`src/rtl/terminal_key_decoder_cursor_assert.svh`:
```
// Assertion macros shared by the terminal key decoder modules
`ifndef TERMINAL_KEY_DECODER_CURSOR_ASSERT_SVH
`define TERMINAL_KEY_DECODER_CURSOR_ASSERT_SVH

// Same-cycle implication, checked outside reset
`define TKD_ASSERT_IMP(lbl, ante, cons, msg) \
  lbl: assert property (@(posedge clk) disable iff (!rst_n) (ante) |-> (cons)) \
    else $error(msg);

// Next-cycle implication, checked outside reset
`define TKD_ASSERT_NXT(lbl, ante, cons, msg) \
  lbl: assert property (@(posedge clk) disable iff (!rst_n) (ante) |=> (cons)) \
    else $error(msg);

`endif

```
`src/rtl/tkd_pkg.sv`:
```
// Shared types and constants for the terminal key decoder
package tkd_pkg;

  localparam int CFG_W   = 11;
  localparam int CFG_IDX_W = 1;
  localparam int KEY_W   = 9;
  localparam int Q_DEPTH = 2;
  localparam int Q_AW    = 1;
  localparam int Q_CW    = 2;

  typedef logic [7:0]       byte_t;
  typedef logic [KEY_W-1:0] key_t;
  typedef logic [CFG_W-1:0] cfg_t;

  // Configuration register indexes
  localparam logic [CFG_IDX_W-1:0] REG_SCREEN_ROWS = 1'b0;
  localparam logic [CFG_IDX_W-1:0] REG_SCREEN_COLS = 1'b1;

  localparam cfg_t ROWS_RESET = 11'd24;
  localparam cfg_t COLS_RESET = 11'd80;

  // Terminal bytes
  localparam byte_t CH_ESC      = 8'h1b;
  localparam byte_t CH_LBRACKET = 8'h5b;
  localparam byte_t CH_O        = 8'h4f;
  localparam byte_t CH_TILDE    = 8'h7e;
  localparam byte_t CTRL_MASK   = 8'h1f;

  // Key codes
  localparam key_t K_ESC    = 9'(CH_ESC);
  localparam key_t K_CTRL_Q = 9'(8'h71 & CTRL_MASK);
  localparam key_t K_LEFT   = 9'd256;
  localparam key_t K_RIGHT  = 9'd257;
  localparam key_t K_UP     = 9'd258;
  localparam key_t K_DOWN   = 9'd259;
  localparam key_t K_DEL    = 9'd260;
  localparam key_t K_HOME   = 9'd261;
  localparam key_t K_END    = 9'd262;
  localparam key_t K_PGUP   = 9'd263;
  localparam key_t K_PGDN   = 9'd264;

  // One decoded key moving between front end, queue and cursor unit
  typedef struct packed {
    logic valid;
    key_t key;
  } key_xfer_t;

endpackage

```
`src/rtl/terminal_key_decoder_cursor.sv`:
```
// Terminal key decoder: turns terminal bytes and read timeouts into keys and a
// clamped cursor position. The parser accepts one transaction per clock while
// in_stall is low and feeds a two-entry key queue; the cursor unit drains one key
// per clock into the result register while the result is not stalled, so the
// sustained rate is one transaction per cycle when neither side stalls.
// A key that a transaction completes is written into the key queue and then into
// the result register, which drives the result port. in_stall rises only while
// the key queue is full. Screen size registers should be written while no transaction is in flight.
module terminal_key_decoder_cursor #(
  parameter int COORD_BITS = 10
) (
  input  logic                           clk,
  input  logic                           rst_n,
  // configuration
  input  logic                           cfg_we,
  input  logic [tkd_pkg::CFG_IDX_W-1:0]  cfg_index,
  input  tkd_pkg::cfg_t                  cfg_data,
  // input channel
  input  logic                           in_valid,
  output logic                           in_stall,
  input  logic                           in_cmd,
  input  tkd_pkg::byte_t                 in_in_byte,
  // result channel
  output logic                           out_valid,
  input  logic                           out_stall,
  output tkd_pkg::key_t                  out_key_code,
  output logic [COORD_BITS-1:0]          out_cursor_col,
  output logic [COORD_BITS-1:0]          out_cursor_row,
  output logic                           out_quit
);
  import tkd_pkg::*;

  cfg_t      rows_r;
  cfg_t      cols_r;
  key_xfer_t push;
  key_xfer_t head;
  logic      q_full;
  logic      pop;
  logic      accept;

  // Screen size registers
  always_ff @(posedge clk) begin
    if (!rst_n) begin
      rows_r <= ROWS_RESET;
      cols_r <= COLS_RESET;
    end else if (cfg_we) begin
      case (cfg_index)
        REG_SCREEN_ROWS: rows_r <= cfg_data;
        REG_SCREEN_COLS: cols_r <= cfg_data;
        default: ;
      endcase
    end
  end

  assign in_stall = q_full;
  assign accept   = in_valid && !in_stall;

  tkd_front u_front (
    .clk     (clk),
    .rst_n   (rst_n),
    .accept  (accept),
    .cmd     (in_cmd),
    .in_byte (in_in_byte),
    .push    (push)
  );

  tkd_queue u_queue (
    .clk   (clk),
    .rst_n (rst_n),
    .push  (push),
    .full  (q_full),
    .pop   (pop),
    .head  (head)
  );

  tkd_back #(
    .COORD_BITS (COORD_BITS)
  ) u_back (
    .clk            (clk),
    .rst_n          (rst_n),
    .screen_rows    (rows_r),
    .screen_cols    (cols_r),
    .head           (head),
    .pop            (pop),
    .out_valid      (out_valid),
    .out_stall      (out_stall),
    .out_key_code   (out_key_code),
    .out_cursor_col (out_cursor_col),
    .out_cursor_row (out_cursor_row),
    .out_quit       (out_quit)
  );

endmodule

```
`src/rtl/tkd_front.sv`:
```
// Front end: escape-sequence parser that turns bytes and timeouts into keys
module tkd_front (
  input  logic              clk,
  input  logic              rst_n,
  input  logic              accept,
  input  logic              cmd,
  input  tkd_pkg::byte_t    in_byte,
  output tkd_pkg::key_xfer_t push
);
  import tkd_pkg::*;

  `include "terminal_key_decoder_cursor_assert.svh"

  typedef enum logic [1:0] {
    IDLE,
    GOT_ESC,
    GOT_FIRST,
    GOT_SECOND
  } phase_t;

  phase_t phase_r, phase_nxt;
  byte_t  first_r, first_nxt;
  byte_t  second_r, second_nxt;

  // Two-byte sequences: ESC [ x and ESC O x
  function automatic key_t decode_two(byte_t a, byte_t b);
    key_t k;
    k = K_ESC;
    if (a == CH_LBRACKET) begin
      case (b)
        "A":     k = K_UP;
        "B":     k = K_DOWN;
        "C":     k = K_RIGHT;
        "D":     k = K_LEFT;
        "H":     k = K_HOME;
        "F":     k = K_END;
        default: k = K_ESC;
      endcase
    end else if (a == CH_O) begin
      case (b)
        "H":     k = K_HOME;
        "F":     k = K_END;
        default: k = K_ESC;
      endcase
    end
    return k;
  endfunction

  // Three-byte sequences: ESC [ digit ~
  function automatic key_t decode_three(byte_t digit, byte_t last);
    key_t k;
    k = K_ESC;
    if (last == CH_TILDE) begin
      case (digit)
        "1", "7": k = K_HOME;
        "3":      k = K_DEL;
        "4", "8": k = K_END;
        "5":      k = K_PGUP;
        "6":      k = K_PGDN;
        default:  k = K_ESC;
      endcase
    end
    return k;
  endfunction

  // Next phase and key push for the accepted transaction
  always_comb begin
    phase_nxt  = phase_r;
    first_nxt  = first_r;
    second_nxt = second_r;
    push.valid = 1'b0;
    push.key   = K_ESC;
    if (accept) begin
      if (cmd) begin
        // timeout: a pending sequence collapses to ESC
        phase_nxt  = IDLE;
        push.valid = (phase_r != IDLE);
        push.key   = K_ESC;
      end else begin
        case (phase_r)
          IDLE: begin
            if (in_byte == CH_ESC) begin
              phase_nxt = GOT_ESC;
            end else begin
              push.valid = 1'b1;
              push.key   = 9'(in_byte);
            end
          end
          GOT_ESC: begin
            first_nxt = in_byte;
            phase_nxt = GOT_FIRST;
          end
          GOT_FIRST: begin
            second_nxt = in_byte;
            if (first_r == CH_LBRACKET && in_byte inside {["0":"9"]}) begin
              phase_nxt = GOT_SECOND;
            end else begin
              phase_nxt  = IDLE;
              push.valid = 1'b1;
              push.key   = decode_two(first_r, in_byte);
            end
          end
          GOT_SECOND: begin
            phase_nxt  = IDLE;
            push.valid = 1'b1;
            push.key   = decode_three(second_r, in_byte);
          end
          default: phase_nxt = IDLE;
        endcase
      end
    end
  end

  // Parser state
  always_ff @(posedge clk) begin
    if (!rst_n) begin
      phase_r  <= IDLE;
      first_r  <= '0;
      second_r <= '0;
    end else begin
      phase_r  <= phase_nxt;
      first_r  <= first_nxt;
      second_r <= second_nxt;
    end
  end

  `TKD_ASSERT_IMP(a_seq3_lb, phase_r == GOT_SECOND, first_r == CH_LBRACKET, "missing [")
  `TKD_ASSERT_IMP(a_push_needs_accept, push.valid, accept, "push without transaction")

endmodule

```
`src/rtl/tkd_queue.sv`:
```
// Short key queue between the parser and the cursor unit
module tkd_queue (
  input  logic               clk,
  input  logic               rst_n,
  input  tkd_pkg::key_xfer_t push,
  output logic               full,
  input  logic               pop,
  output tkd_pkg::key_xfer_t head
);
  import tkd_pkg::*;

  `include "terminal_key_decoder_cursor_assert.svh"

  key_t            entries_r [Q_DEPTH];
  logic [Q_AW-1:0] wr_ptr_r, wr_ptr_nxt;
  logic [Q_AW-1:0] rd_ptr_r, rd_ptr_nxt;
  logic [Q_CW-1:0] count_r, count_nxt;

  assign full       = (count_r == Q_CW'(Q_DEPTH));
  assign head.valid = (count_r != '0);
  assign head.key   = entries_r[rd_ptr_r];

  // Pointer and occupancy update
  always_comb begin
    wr_ptr_nxt = push.valid ? wr_ptr_r + 1'b1 : wr_ptr_r;
    rd_ptr_nxt = pop ? rd_ptr_r + 1'b1 : rd_ptr_r;
    count_nxt  = count_r + Q_CW'(push.valid) - Q_CW'(pop);
  end

  always_ff @(posedge clk) begin
    if (!rst_n) begin
      wr_ptr_r <= '0;
      rd_ptr_r <= '0;
      count_r  <= '0;
    end else begin
      wr_ptr_r <= wr_ptr_nxt;
      rd_ptr_r <= rd_ptr_nxt;
      count_r  <= count_nxt;
    end
  end

  // Entry storage
  always_ff @(posedge clk) begin
    if (push.valid) begin
      entries_r[wr_ptr_r] <= push.key;
    end
  end

  `TKD_ASSERT_IMP(a_no_push_when_full, push.valid, !full, "push into a full key queue")
  `TKD_ASSERT_IMP(a_no_pop_when_empty, pop, count_r != '0, "pop from an empty key queue")

endmodule

```
`src/rtl/tkd_back.sv`:
```
// Back end: applies keys to the clamped cursor and holds the result register
module tkd_back #(
  parameter int COORD_BITS = 10
) (
  input  logic                  clk,
  input  logic                  rst_n,
  input  tkd_pkg::cfg_t         screen_rows,
  input  tkd_pkg::cfg_t         screen_cols,
  input  tkd_pkg::key_xfer_t    head,
  output logic                  pop,
  output logic                  out_valid,
  input  logic                  out_stall,
  output tkd_pkg::key_t         out_key_code,
  output logic [COORD_BITS-1:0] out_cursor_col,
  output logic [COORD_BITS-1:0] out_cursor_row,
  output logic                  out_quit
);
  import tkd_pkg::*;

  `include "terminal_key_decoder_cursor_assert.svh"

  localparam int EXT_W = (COORD_BITS + 1 > CFG_W) ? COORD_BITS + 1 : CFG_W;
  localparam logic [EXT_W-1:0] LIMIT = EXT_W'(1) << COORD_BITS;

  typedef logic [COORD_BITS-1:0] coord_t;

  coord_t col_r, col_nxt;
  coord_t row_r, row_nxt;
  coord_t last_col, last_row;
  logic   out_valid_r;
  key_t   key_r;
  logic   quit_r;

  // Last usable index: size 0 acts as 1, sizes above the coordinate range saturate
  function automatic coord_t last_index(cfg_t v);
    logic [EXT_W-1:0] v_ext;
    coord_t           r;
    v_ext = EXT_W'(v);
    if (v_ext == '0) begin
      r = '0;
    end else if (v_ext >= LIMIT) begin
      r = '1;
    end else begin
      r = COORD_BITS'(v_ext - EXT_W'(1));
    end
    return r;
  endfunction

  assign last_col = last_index(screen_cols);
  assign last_row = last_index(screen_rows);

  // Take the next key whenever the result register is free or draining
  assign pop = head.valid && (!out_valid_r || !out_stall);

  // Cursor movement
  always_comb begin
    col_nxt = col_r;
    row_nxt = row_r;
    case (head.key)
      K_LEFT:  col_nxt = (col_r != '0) ? col_r - 1'b1 : col_r;
      K_RIGHT: col_nxt = (col_r >= last_col) ? last_col : col_r + 1'b1;
      K_UP:    row_nxt = (row_r != '0) ? row_r - 1'b1 : row_r;
      K_DOWN:  row_nxt = (row_r >= last_row) ? last_row : row_r + 1'b1;
      K_HOME:  col_nxt = '0;
      K_END:   col_nxt = last_col;
      K_PGUP:  row_nxt = '0;
      K_PGDN:  row_nxt = last_row;
      default: ;
    endcase
  end

  // Cursor and output valid
  always_ff @(posedge clk) begin
    if (!rst_n) begin
      col_r       <= '0;
      row_r       <= '0;
      out_valid_r <= 1'b0;
    end else begin
      if (pop) begin
        col_r <= col_nxt;
        row_r <= row_nxt;
      end
      if (pop) begin
        out_valid_r <= 1'b1;
      end else if (!out_stall) begin
        out_valid_r <= 1'b0;
      end
    end
  end

  // Result payload
  always_ff @(posedge clk) begin
    if (pop) begin
      key_r  <= head.key;
      quit_r <= (head.key == K_CTRL_Q);
    end
  end

  assign out_valid      = out_valid_r;
  assign out_key_code   = key_r;
  assign out_cursor_col = col_r;
  assign out_cursor_row = row_r;
  assign out_quit       = quit_r;

  `TKD_ASSERT_NXT(a_pop_fills_result, pop, out_valid_r, "popped key lost")
  `TKD_ASSERT_NXT(a_cursor_hold, !pop, $stable(col_r) && $stable(row_r), "cursor moved")

endmodule

```
`config.mk`:
```
export PLATFORM = sky130hd
export DESIGN_NAME = terminal_key_decoder_cursor
export DESIGN_NICKNAME = d
export VERILOG_FILES = /design/src/rtl/tkd_pkg.sv /design/src/rtl/terminal_key_decoder_cursor.sv /design/src/rtl/tkd_front.sv /design/src/rtl/tkd_queue.sv /design/src/rtl/tkd_back.sv
export VERILOG_INCLUDE_DIRS = /design/src /design/src/rtl
export SDC_FILE = /design/constraint.sdc
export NUM_CORES = 1
export LEC_CHECK = 0
export ABC_CLOCK_PERIOD_IN_PS = 3470
export BUFFER_PORTS_ARGS = -buffer_cell sky130_fd_sc_hd__buf_2
export CORE_MARGIN = 2
export CORE_UTILIZATION = 54
export DETAILED_ROUTE_END_ITERATION = 10
export GPL_TIMING_DRIVEN = 0
export PLACE_DENSITY = 0.77
export SYNTH_ARGS = -nofsm -noshare
export SYNTH_HDL_FRONTEND = slang
export SYNTH_SLANG_ARGS = --single-unit
```
`constraint.sdc`:
```
create_clock -name clk -period 3.47 [get_ports clk]
set_input_delay 0.347 -clock clk [delete_from_list [all_inputs] [get_ports clk]]
set_output_delay 0.347 -clock clk [all_outputs]
set_load 0.02 [all_outputs]
```
==> results of run 1 <==
-- worst max-delay path by stage --
stage	slack (ns)	from	to
after floorplan	-0.06	rows_r[6]	u_back.out_cursor_row[9]
after global placement	-0.85	cols_r[0]	u_back.out_cursor_col[2]
after detailed placement	-0.89	cols_r[0]	u_back.out_cursor_col[2]
after CTS	-0.22	rows_r[4]	u_back.out_cursor_row[9]
after global routing	-0.36	rows_r[4]	u_back.out_cursor_row[3]
final	-0.22	rows_r[4]	u_back.out_cursor_row[9]
-- cells by family (layout without fill, tap and decap cells) --
logic type / after synthesis / in the layout
simple gates: 306 / 306
compound gates: 212 / 212
flops: 94 / 94
buf+inv: 64 / 165
fa+ha+maj: 30 / 30
xor+xnor: 21 / 21
mux: 21 / 21
-- power groups by stage --
stage | Combinational (mW) | Sequential [mW] | Clock (mW)
final | 0.766 | 1.32 | 0.996
after global routing | 0.834 | 1.33 | 1.05
after CTS | 0.717 | 1.31 | 1.01
after detailed placement | 0.669 | 1.34 | 0
after floorplan | 0.420 | 1.38 | 0
after global placement | 0.651 | 1.33 | 0
-- state kept, by name (all words and copies together) (netlist names), named ones only --
name                   count
u_front.phase_r            2
u_back.out_cursor_row     10
u_back.out_cursor_col     10
u_queue.wr_ptr_r           1
u_queue.count_r            2
rows_r                    11
cols_r                    11
u_queue.entries_r         18
u_back.out_quit            1
u_queue.rd_ptr_r           1
u_front.first_r            8
u_back.out_key_code        9
u_front.second_r           8
u_back.out_valid           1
-- layout by cell type, fill, tap and decap left out, types with 10 or more instances in the layout --
master,Yosys,layout
ha_1,30,23
a21oi_1,68,58
nor2_1,60,59
clkbuf_1,31,32
o21ai_1,15,14
inv_1,24,22
mux2i_1,11,11
buf_4,1,24
xnor2_1,10,10
buf_2,3,59
nor3_1,18,15
edfxtp_1,28,28
mux2_2,10,10
dfxtp_1,66,57
nor2b_1,10,10
nand3_1,28,27
xor2_1,11,11
o21ai_0,43,35
nand2b_1,13,12
nand2_1,93,92
-- layer usage --
layer	global-route usage	up-vias	share of wire
met5	0	-	0
met4	0.122	0	0.025
met3	0.0521	40	0.087
met2	0.435	301	0.45
met1	0.395	2886	0.44
li1	-	2955	-
-- stage by stage --
step	std cells	setup TNS, ns	worst slack, ns
after floorplan	748	-0.0803	-0.0575
after global placement	945	-8.78	-0.850
after detailed placement	945	-9.69	-0.890
after CTS	974	-1.49	-0.216
after global routing	989	-4.31	-0.364
final	989	-2.29	-0.224
-- repair_timing --
item,in CTS,in global routing
setup buffers,13,16
pin swaps,29,38
resized for setup,54,44
endpoints found under the setup margin,20,20
-- critical path, stage by stage, from the launching register on --
cell and delay [ns]:
dfxtp_4 0.34, or4_4 0.51, or3_4 0.34, or4_4 0.50, buf_12 0.17, o21a_4 0.13, ha_4 0.27, o21ai_2 0.06
a211o_1 0.31, a211o_1 0.35, and2_4 0.20, or2_4 0.23, a311oi_2 0.19
-- layout make-up --
cell class / count / area, µm² / area share
multi-input cells: 590 / 4160 / 0.545
flip-flops and latches: 94 / 2180 / 0.286
repair buffers: 86 / 543 / 0.0712
clock buffers: 12 / 246 / 0.0323
plain buffers: 39 / 188 / 0.0246
well taps: 140 / 175 / 0.0230
inverters: 24 / 90.1 / 0.0118
clock inverters: 4 / 48.8 / 0.00640
==> results.toml, run 1 <==
[sta]
hold_viol_final = 0
final.min_clock_period_ns = 3.69
setup_ws_ns = -0.224
whs_ns = 0.236
setup_viol = 17
max_slew_margin = 0.408
finalClockSkew_ns = 0.00731
worst_slew_pin_slew_ns = 0.887
period_share = 1.06
slew_violations = 0
rsz0062_at_grt = "yes"
fmax_ghz = 0.271

[synth]
synthFlopType = "dfxtp_1"
synth-xor-area-share = 0.0300
synth.distinct_cells = 78
synth_area_um2 = 6130
synthArstFlopShare = 0
syn_nets = 804
synthAdderAreaFrac = 0.0612
yosysSeqAreaShare = 0.352
synth_area_leaders = "dfxtp_1 22%, edfxtp_1 14%, ha_1 6.1%, nand2_1 5.7%, a21oi_1 5.5%"
synth.avg_cell_area_um2 = 8.20
yosysTopAreaCell = "dfxtp_1"
yosysMostFrequentCell = "nand2_1"
yosys_warnings = 0
synth_top_area_frac = 0.215
synth_seq_cells = 94
synth-edff-count = 28
synth_compound_area_frac = 0.225
yosys.area_share.simple = 0.252
syn_inst = 748
netlist_top_cells_count = "93 x nand2_1, 68 x a21oi_1, 66 x dfxtp_1, 60 x nor2_1, 43 x o21ai_0"
synth_top_family_by_area = "simple AND/OR/NAND/NOR gates"
muxShareOfSynthArea = 0.0363

[worst_setup_path]
cp.arrival_ns = 3.96
crit_type = "register to register"
worstSetupEndpointType = "register"
r2r_end = "u_back.out_cursor_row[9]"
r2r_start = "rows_r[4]"
reg2reg_slack_ns = -0.22
cp_max_fo = 8
r2r_cells = 12
required_ns = 3.73
startpoint_type = "register"

[min_path]
min_to = "cols_r[6]"
min_path_type = "input port to register"
hold_start = "cfg_data[6]"
min_delay_path_depth = 3

[detailed_routing]
final_antenna_net_count = 0
drcViolationCount = 0
drt-total-wl_um = 17800
wire_per_inst_um = 18.0
vias = 6182
viasPerCell = 6.25
first_pass_iters = 5
drt_iter0_drc = 545

[finish]
drive_gt1_frac = 0.241
nets = 900
synthToLayoutAreaGrowth_pct = 24.3
antenna_cells = 0
n_fill_cell = 921
post-route-util = 0.694
fin_area_um2 = 7620

[cts]
path_clk_slew_ns = 0.07
cts_tree = "built"
h-tree-depth = 3
postCtsHoldBufs = 0
cts.sinks = 94
worstSkewPairLatency_ns = 0.35
clockBufferDepth = 2
numCtsBuffers = 9
cts-root-buf = "clkbuf_16"

[power_and_ir_drop]
power.total_mw = 3.08
p_int_mw = 2.13
power.density_nw_per_um2 = 404
combPwrFrac = 0.249
p_clk_frac = 0.323
vdd_drop_max_uv = 343
seqPwrFrac = 0.428
p_leak_nw = 2.86
p_sw_mw = 0.953
swShare = 0.309

[placed_design]
routabilityCongestion = 0.983
placed_area_um2 = 6630
dp_hpwl_um = 12600
numPortBuffers = 57

[floorplanning]
start_util = 0.559
die_h_um = 111
io_pins = 58
coreArea_um2 = 11000
fp-row-count = 38
die_w_um = 111
dieArea_um2 = 12200

[global_route]
grt_pass1_vias = 5764
grt_pass1_wl_um = 28300
track_usage = 0.284
grt_max_degree = 16
antenna_found_initial = 0
overflow = 0

[flow_run]
cap_violations = 0

[run_status]
outcome = "finished, violations left"
violations = "negative setup slack"
Note: power is estimated with default switching activity, not from simulation.
==> run 2, diff against run 1 <==
--- a/config.mk
+++ b/config.mk
@@ -6,13 +6,13 @@
 export SDC_FILE = /design/constraint.sdc
 export NUM_CORES = 1
 export LEC_CHECK = 0
-export ABC_CLOCK_PERIOD_IN_PS = 3470
+export ABC_CLOCK_PERIOD_IN_PS = 4800
 export BUFFER_PORTS_ARGS = -buffer_cell sky130_fd_sc_hd__buf_2
 export CORE_MARGIN = 2
-export CORE_UTILIZATION = 54
+export CORE_UTILIZATION = 55
 export DETAILED_ROUTE_END_ITERATION = 10
 export GPL_TIMING_DRIVEN = 0
-export PLACE_DENSITY = 0.77
+export PLACE_DENSITY = 0.75
 export SYNTH_ARGS = -nofsm -noshare
 export SYNTH_HDL_FRONTEND = slang
 export SYNTH_SLANG_ARGS = --single-unit
==> constraint.sdc (replaced) <==
create_clock -name clk -period 4.8 [get_ports clk]
set_input_delay 0.48 -clock clk [delete_from_list [all_inputs] [get_ports clk]]
set_output_delay 0.48 -clock clk [all_outputs]
set_load 0.02 [all_outputs]
==> run 2 against run 1 <==
  * The run now ends clean
  * Non-clock buffer count down 28
  * Clock power down 41%
  * Power down 35%
  * Critical path type unchanged
  * Register-to-register slack better by 0.87 ns
  * Design area down 11%
  * Count of clock-buffer cells in the layout down 2
  * Critical path depth unchanged
  * Hold slack better by 0.12 ns
  * Worst setup slack better by 0.87 ns
  * Sequential cell count unchanged
==> results.toml, run 2 (synthesized netlist as in run 1, its figures left out) <==
[finish]
nets = 872
layout_common_cells = "93 x nand2_1, 68 x a21oi_1, 66 x dfxtp_1"
antenna_cells = 0
n_fill_cell = 980
fin_area_um2 = 6810
synthToLayoutAreaGrowth_pct = 11.1
regArea_um2 = 2160
multi_input_area_um2 = 3710
layout.cells.non_filler = 961
reg.largest.list = "u_queue.entries_r: 18 flops, cols_r: 11 flops, rows_r: 11 flops"
largest_reg_flops = 18
drive_gt1_frac = 0.129
largest_register = "u_queue.entries_r"
final_common_cell = "nand2_1"

[cts]
h-tree-depth = 3
cts_setup_buffers = 0
worstSkewPairLatency_ns = 0.38
cts.sinks = 94
path_clk_slew_ns = 0.10
cts-root-buf = "clkbuf_8"
clockBufferDepth = 2
postCtsHoldBufs = 0
cts_tree = "built"
numCtsBuffers = 9

[global_route]
grt_max_degree = 17
grt_pass1_wl_um = 26300
overflow = 0
track_usage = 0.283
antenna_found_initial = 0
grt_pass1_vias = 5384

[placed_design]
routabilityCongestion = 1.09
placed_area_um2 = 6600
dp_hpwl_um = 12500
dp.cells = 945
numPortBuffers = 57

[floorplanning]
dieArea_um2 = 12000
start_util = 0.566
die_w_um = 110
coreArea_um2 = 10800
fp-row-count = 38
io_pins = 58
die_h_um = 110

[flow_run]
cap_violations = 0

[detailed_routing]
drcViolationCount = 0
drt-total-wl_um = 16400
viasPerCell = 6.20
vias = 5958
drt_iter0_drc = 405
final_antenna_net_count = 0
first_pass_iters = 5
wire_per_inst_um = 17.1

[min_path]
min_path_type = "input port to register"

[worst_setup_path]
cp_slowest_cell = "or4_1"
cp_max_fo = 8
worstSetupEndpointType = "register"
cp.arrival_ns = 4.44
required_ns = 5.09
slowest_delay_ns = 0.58
startpoint_type = "register"
worstPathCellList = "or4_1, or3_1, or4_1, clkbuf_1, o21ai_0, ha_1, a41oi_1, a211o_1, a211o_1, and2_1, or2_2, a311oi_2"
crit_type = "register to register"

[sta]
rsz0062_at_grt = "no"
slew_violations = 0
max_slew_margin = 0.452
period_share = 0.864
final.min_clock_period_ns = 4.15
finalClockSkew_ns = 0.00938
final.setup.tns_ns = 0
setup_viol = 0
worst_slew_pin_slew_ns = 0.821
fmax_ghz = 0.241
hold_viol_final = 0

[power_and_ir_drop]
power.density_nw_per_um2 = 296
power.total_mw = 2.01
vdd_drop_max_uv = 224
p_leak_nw = 2.57

[run_status]
outcome = "completed"
run 2: routing by layer:
metal / GRT usage / share of wire / vias up
met3: 0.0433 / 0.074 / 30
met2: 0.422 / 0.44 / 248
met4: 0.123 / 0.025 / 0
met1: 0.405 / 0.46 / 2795
met5: 0 / 0 / -
li1: - / - / 2885
run 2: repair_timing:
action	4_1_cts	5_1_grt
endpoints found under the setup margin	0	2
hold endpoints to repair	0	0
resized for setup	0	1
run 2: path summary, 6_finish.rpt:
path,startpoint,end,slack [ns],depth (start not counted)
worst min-delay path,cfg_data[10],rows_r[10],0.36,3
worst max register to register,rows_r[3],u_back.out_cursor_row[9],0.65,12
worst min register to register,u_front.second_r[5],u_front.second_r[5],0.47,2
worst max-delay path,rows_r[3],u_back.out_cursor_row[9],0.65,12
run 2: layout make-up:
class,instances,share of cell area
Buffer,40,0.0253
Clock buffer,10,0.0187
Clock inverter,6,0.0127
Inverter,24,0.0132
Multi-Input combinational cell,590,0.545
Sequential cell,94,0.317
Tap cell,140,0.0257
Timing Repair Buffer,57,0.0419
run 2: per-stage QoR:
step            util  setup WS (ns)  hold WS [ns]
2_1_floorplan      -           1.14         0.446
3_3_place_gp   0.608          0.614         0.460
3_5_place_dp   0.608          0.508         0.464
4_1_cts        0.628          0.476         0.335
5_1_grt        0.629          0.310         0.352
6_report       0.629          0.651         0.359
run 2: report_power, final:
group | total [mW] | internal (mW) | switching [mW]
registers | 0.946 | 0.905 | 0.0408
logic | 0.485 | 0.180 | 0.305
clock network | 0.584 | 0.294 | 0.290
run 2: critical path, delay by kind of cell, from the launching register on:
kind | cells | cell delay [ns]
compound gates | 5 | 1.31
fa+ha+maj | 1 | 0.22
buf+inv | 1 | 0.17
flops | 1 | 0.37
simple gates | 5 | 2.01
==> run 3, diff against run 2 <==
--- a/config.mk
+++ b/config.mk
@@ -12,7 +12,7 @@
 export CORE_UTILIZATION = 55
 export DETAILED_ROUTE_END_ITERATION = 10
 export GPL_TIMING_DRIVEN = 0
-export PLACE_DENSITY = 0.75
+export PLACE_DENSITY_LB_ADDON = 0.15
 export SYNTH_ARGS = -nofsm -noshare
 export SYNTH_HDL_FRONTEND = slang
 export SYNTH_SLANG_ARGS = --single-unit
==> run 3 against run 2 <==
  * Global-route usage up 0.44 points
  * Clock skew is essentially flat
  * Clock power down 4.6%
  * Fmax down 8.1%
  * Hold slack got worse by 0.027 ns
  * Power is 1.2% lower
  * Sequential share of layout area increased by 0.064 points
  * Final cell count unchanged
  * Critical path type unchanged
  * Critical endpoint is now u_back.out_cursor_col[2]
  * Largest cell class unchanged
==> results.toml, run 3 (synthesized netlist as in run 1, its figures left out) <==
[worst_setup_path]
cp.arrival_ns = 4.84
cp_max_fo = 8
cp_num_buf_inv = 1
crit_start = "cols_r[0]"
cp_slowest_cell = "nor3_1"
worstPathCellList = "inv_1, ha_1, nand3b_1, nor4_1, nand2_1, a21oi_1, ha_1, a21oi_1, a211oi_1, nor3_1, nand3_1, or3_1, o211ai_1, a32o_1"
r2r_start = "cols_r[0]"
required_ns = 5.13
worstSetupEndpointType = "register"
crit_type = "register to register"
timing.critical_path.max_delay_family = "simple AND/OR/NAND/NOR gates"
startpoint_type = "register"
slowest_delay_ns = 0.75

[power_and_ir_drop]
vdd_drop_max_uv = 188
combPwrFrac = 0.245
swShare = 0.329
p_leak_nw = 2.57
p_clk_frac = 0.280
p_sw_mw = 0.655
p_int_mw = 1.34
seqPwrFrac = 0.475
power.density_nw_per_um2 = 293

[floorplanning]
die_w_um = 110
die_h_um = 110
start_util = 0.566
fp-row-count = 38
dieArea_um2 = 12000
io_pins = 58
coreArea_um2 = 10800

[min_path]
min_path_type = "input port to register"
hold_start = "cfg_data[4]"

[finish]
final_common_cell = "nand2_1"
synthToLayoutAreaGrowth_pct = 10.9
largest_register = "u_queue.entries_r"
antenna_cells = 0
largest_reg_flops = 18
regArea_um2 = 2160
layout_common_cells = "93 x nand2_1, 68 x a21oi_1, 66 x dfxtp_1"
drive_gt1_frac = 0.129
multi_input_area_um2 = 3710
nets = 872
n_fill_cell = 991
fin_area_um2 = 6800
reg.largest.list = "u_queue.entries_r: 18 flops, cols_r: 11 flops, rows_r: 11 flops"

[placed_design]
routabilityCongestion = 0.965
placed_area_um2 = 6600
dp_hpwl_um = 12400
numPortBuffers = 57

[sta]
final.min_clock_period_ns = 4.52
max_slew_margin = 0.390
setup_viol = 0
worst_slew_pin_slew_ns = 0.909
rsz0062_at_grt = "no"
finalClockSkew_ns = 0.00970
hold_viol_final = 0
fmax_ghz = 0.221
final.setup.tns_ns = 0
slew_violations = 0
period_share = 0.941

[detailed_routing]
vias = 5942
wire_per_inst_um = 17.1
viasPerCell = 6.18
final_antenna_net_count = 0
drt_iter0_drc = 625
first_pass_iters = 5
drcViolationCount = 0
drt-total-wl_um = 16400

[cts]
cts-root-buf = "clkbuf_8"
clockBufferDepth = 2
numCtsBuffers = 9
postCtsHoldBufs = 0
cts_resized = 0
cts_tree = "built"
h-tree-depth = 3
cts_setup_buffers = 0
cts.sinks = 94
worstSkewPairLatency_ns = 0.38
path_clk_slew_ns = 0.10

[global_route]
met2_usage = 0.457
grt_pass1_wl_um = 26900
grt_util_met3 = 0.0379
grt_max_degree = 18
antenna_found_initial = 0
overflow = 0
top_usage_layer = "met2"
grt_pass1_vias = 5407
grt_util_met1 = 0.399
track_usage = 0.287

[flow_run]
cap_violations = 0

[run_status]
outcome = "completed"
run 3: cell types whose count changed in the layout (fill, tap and decap cells not counted), sizes merged:
cell      delta
bufinv       -1
clkinvlp     +1
inv          +2
clkinv       -2
run 3: power groups by stage:
stage / Combinational [mW] / Sequential (mW) / Clock, mW
after global routing: 0.542 / 0.957 / 0.595
after detailed placement: 0.481 / 0.965 / 0
final: 0.487 / 0.946 / 0.557
after global placement: 0.468 / 0.961 / 0
after CTS: 0.485 / 0.946 / 0.566
after floorplan: 0.302 / 0.999 / 0
run 3: area by class of cell:
cell class	count	area share
Multi-Input combinational cell	590	0.546
Sequential cell	94	0.318
Clock buffer	10	0.0188
Inverter	24	0.0132
Clock inverter	6	0.0114
Timing Repair Buffer	57	0.0420
Buffer	40	0.0254
Tap cell	140	0.0258
run 3: through the flow:
| step | util | total power, mW | hold WS, ns | worst slack [ns] | cells |
|---|---|---|---|---|---|
| 2_1_floorplan | - | 1.30 | 0.446 | 1.14 | 748 |
| 3_3_place_gp | 0.608 | 1.43 | 0.460 | 0.534 | 945 |
| 3_5_place_dp | 0.608 | 1.45 | 0.473 | 0.435 | 945 |
| 4_1_cts | 0.627 | 2.00 | 0.327 | 0.379 | 961 |
| 5_1_grt | 0.627 | 2.09 | 0.339 | 0.0280 | 961 |
| 6_report | 0.627 | 1.99 | 0.332 | 0.284 | 961 |
run 3: worst reg2reg max path, cell delays in order, from the launching register on:
cell and delay, ns:
dfxtp_1 0.35, inv_1 0.08, ha_1 0.20, nand3b_1 0.20, nor4_1 0.38, nand2_1 0.28
a21oi_1 0.38, ha_1 0.34, a21oi_1 0.16, a211oi_1 0.12, nor3_1 0.75, nand3_1 0.51
or3_1 0.48, o211ai_1 0.09, a32o_1 0.15
run 3: layer usage:
metal	vias to the layer above	routed length (µm)
met5	-	0
met4	0	340
met3	30	1130
met2	233	7520
met1	2792	7420
li1	2887	-
run 3: final timing paths:
path | end | slack, ns | cells after the start
max | u_back.out_cursor_col[2] | 0.28 | 14
min | cols_r[4] | 0.33 | 3
max reg2reg | u_back.out_cursor_col[2] | 0.28 | 14
min reg2reg | u_front.second_r[7] | 0.49 | 2
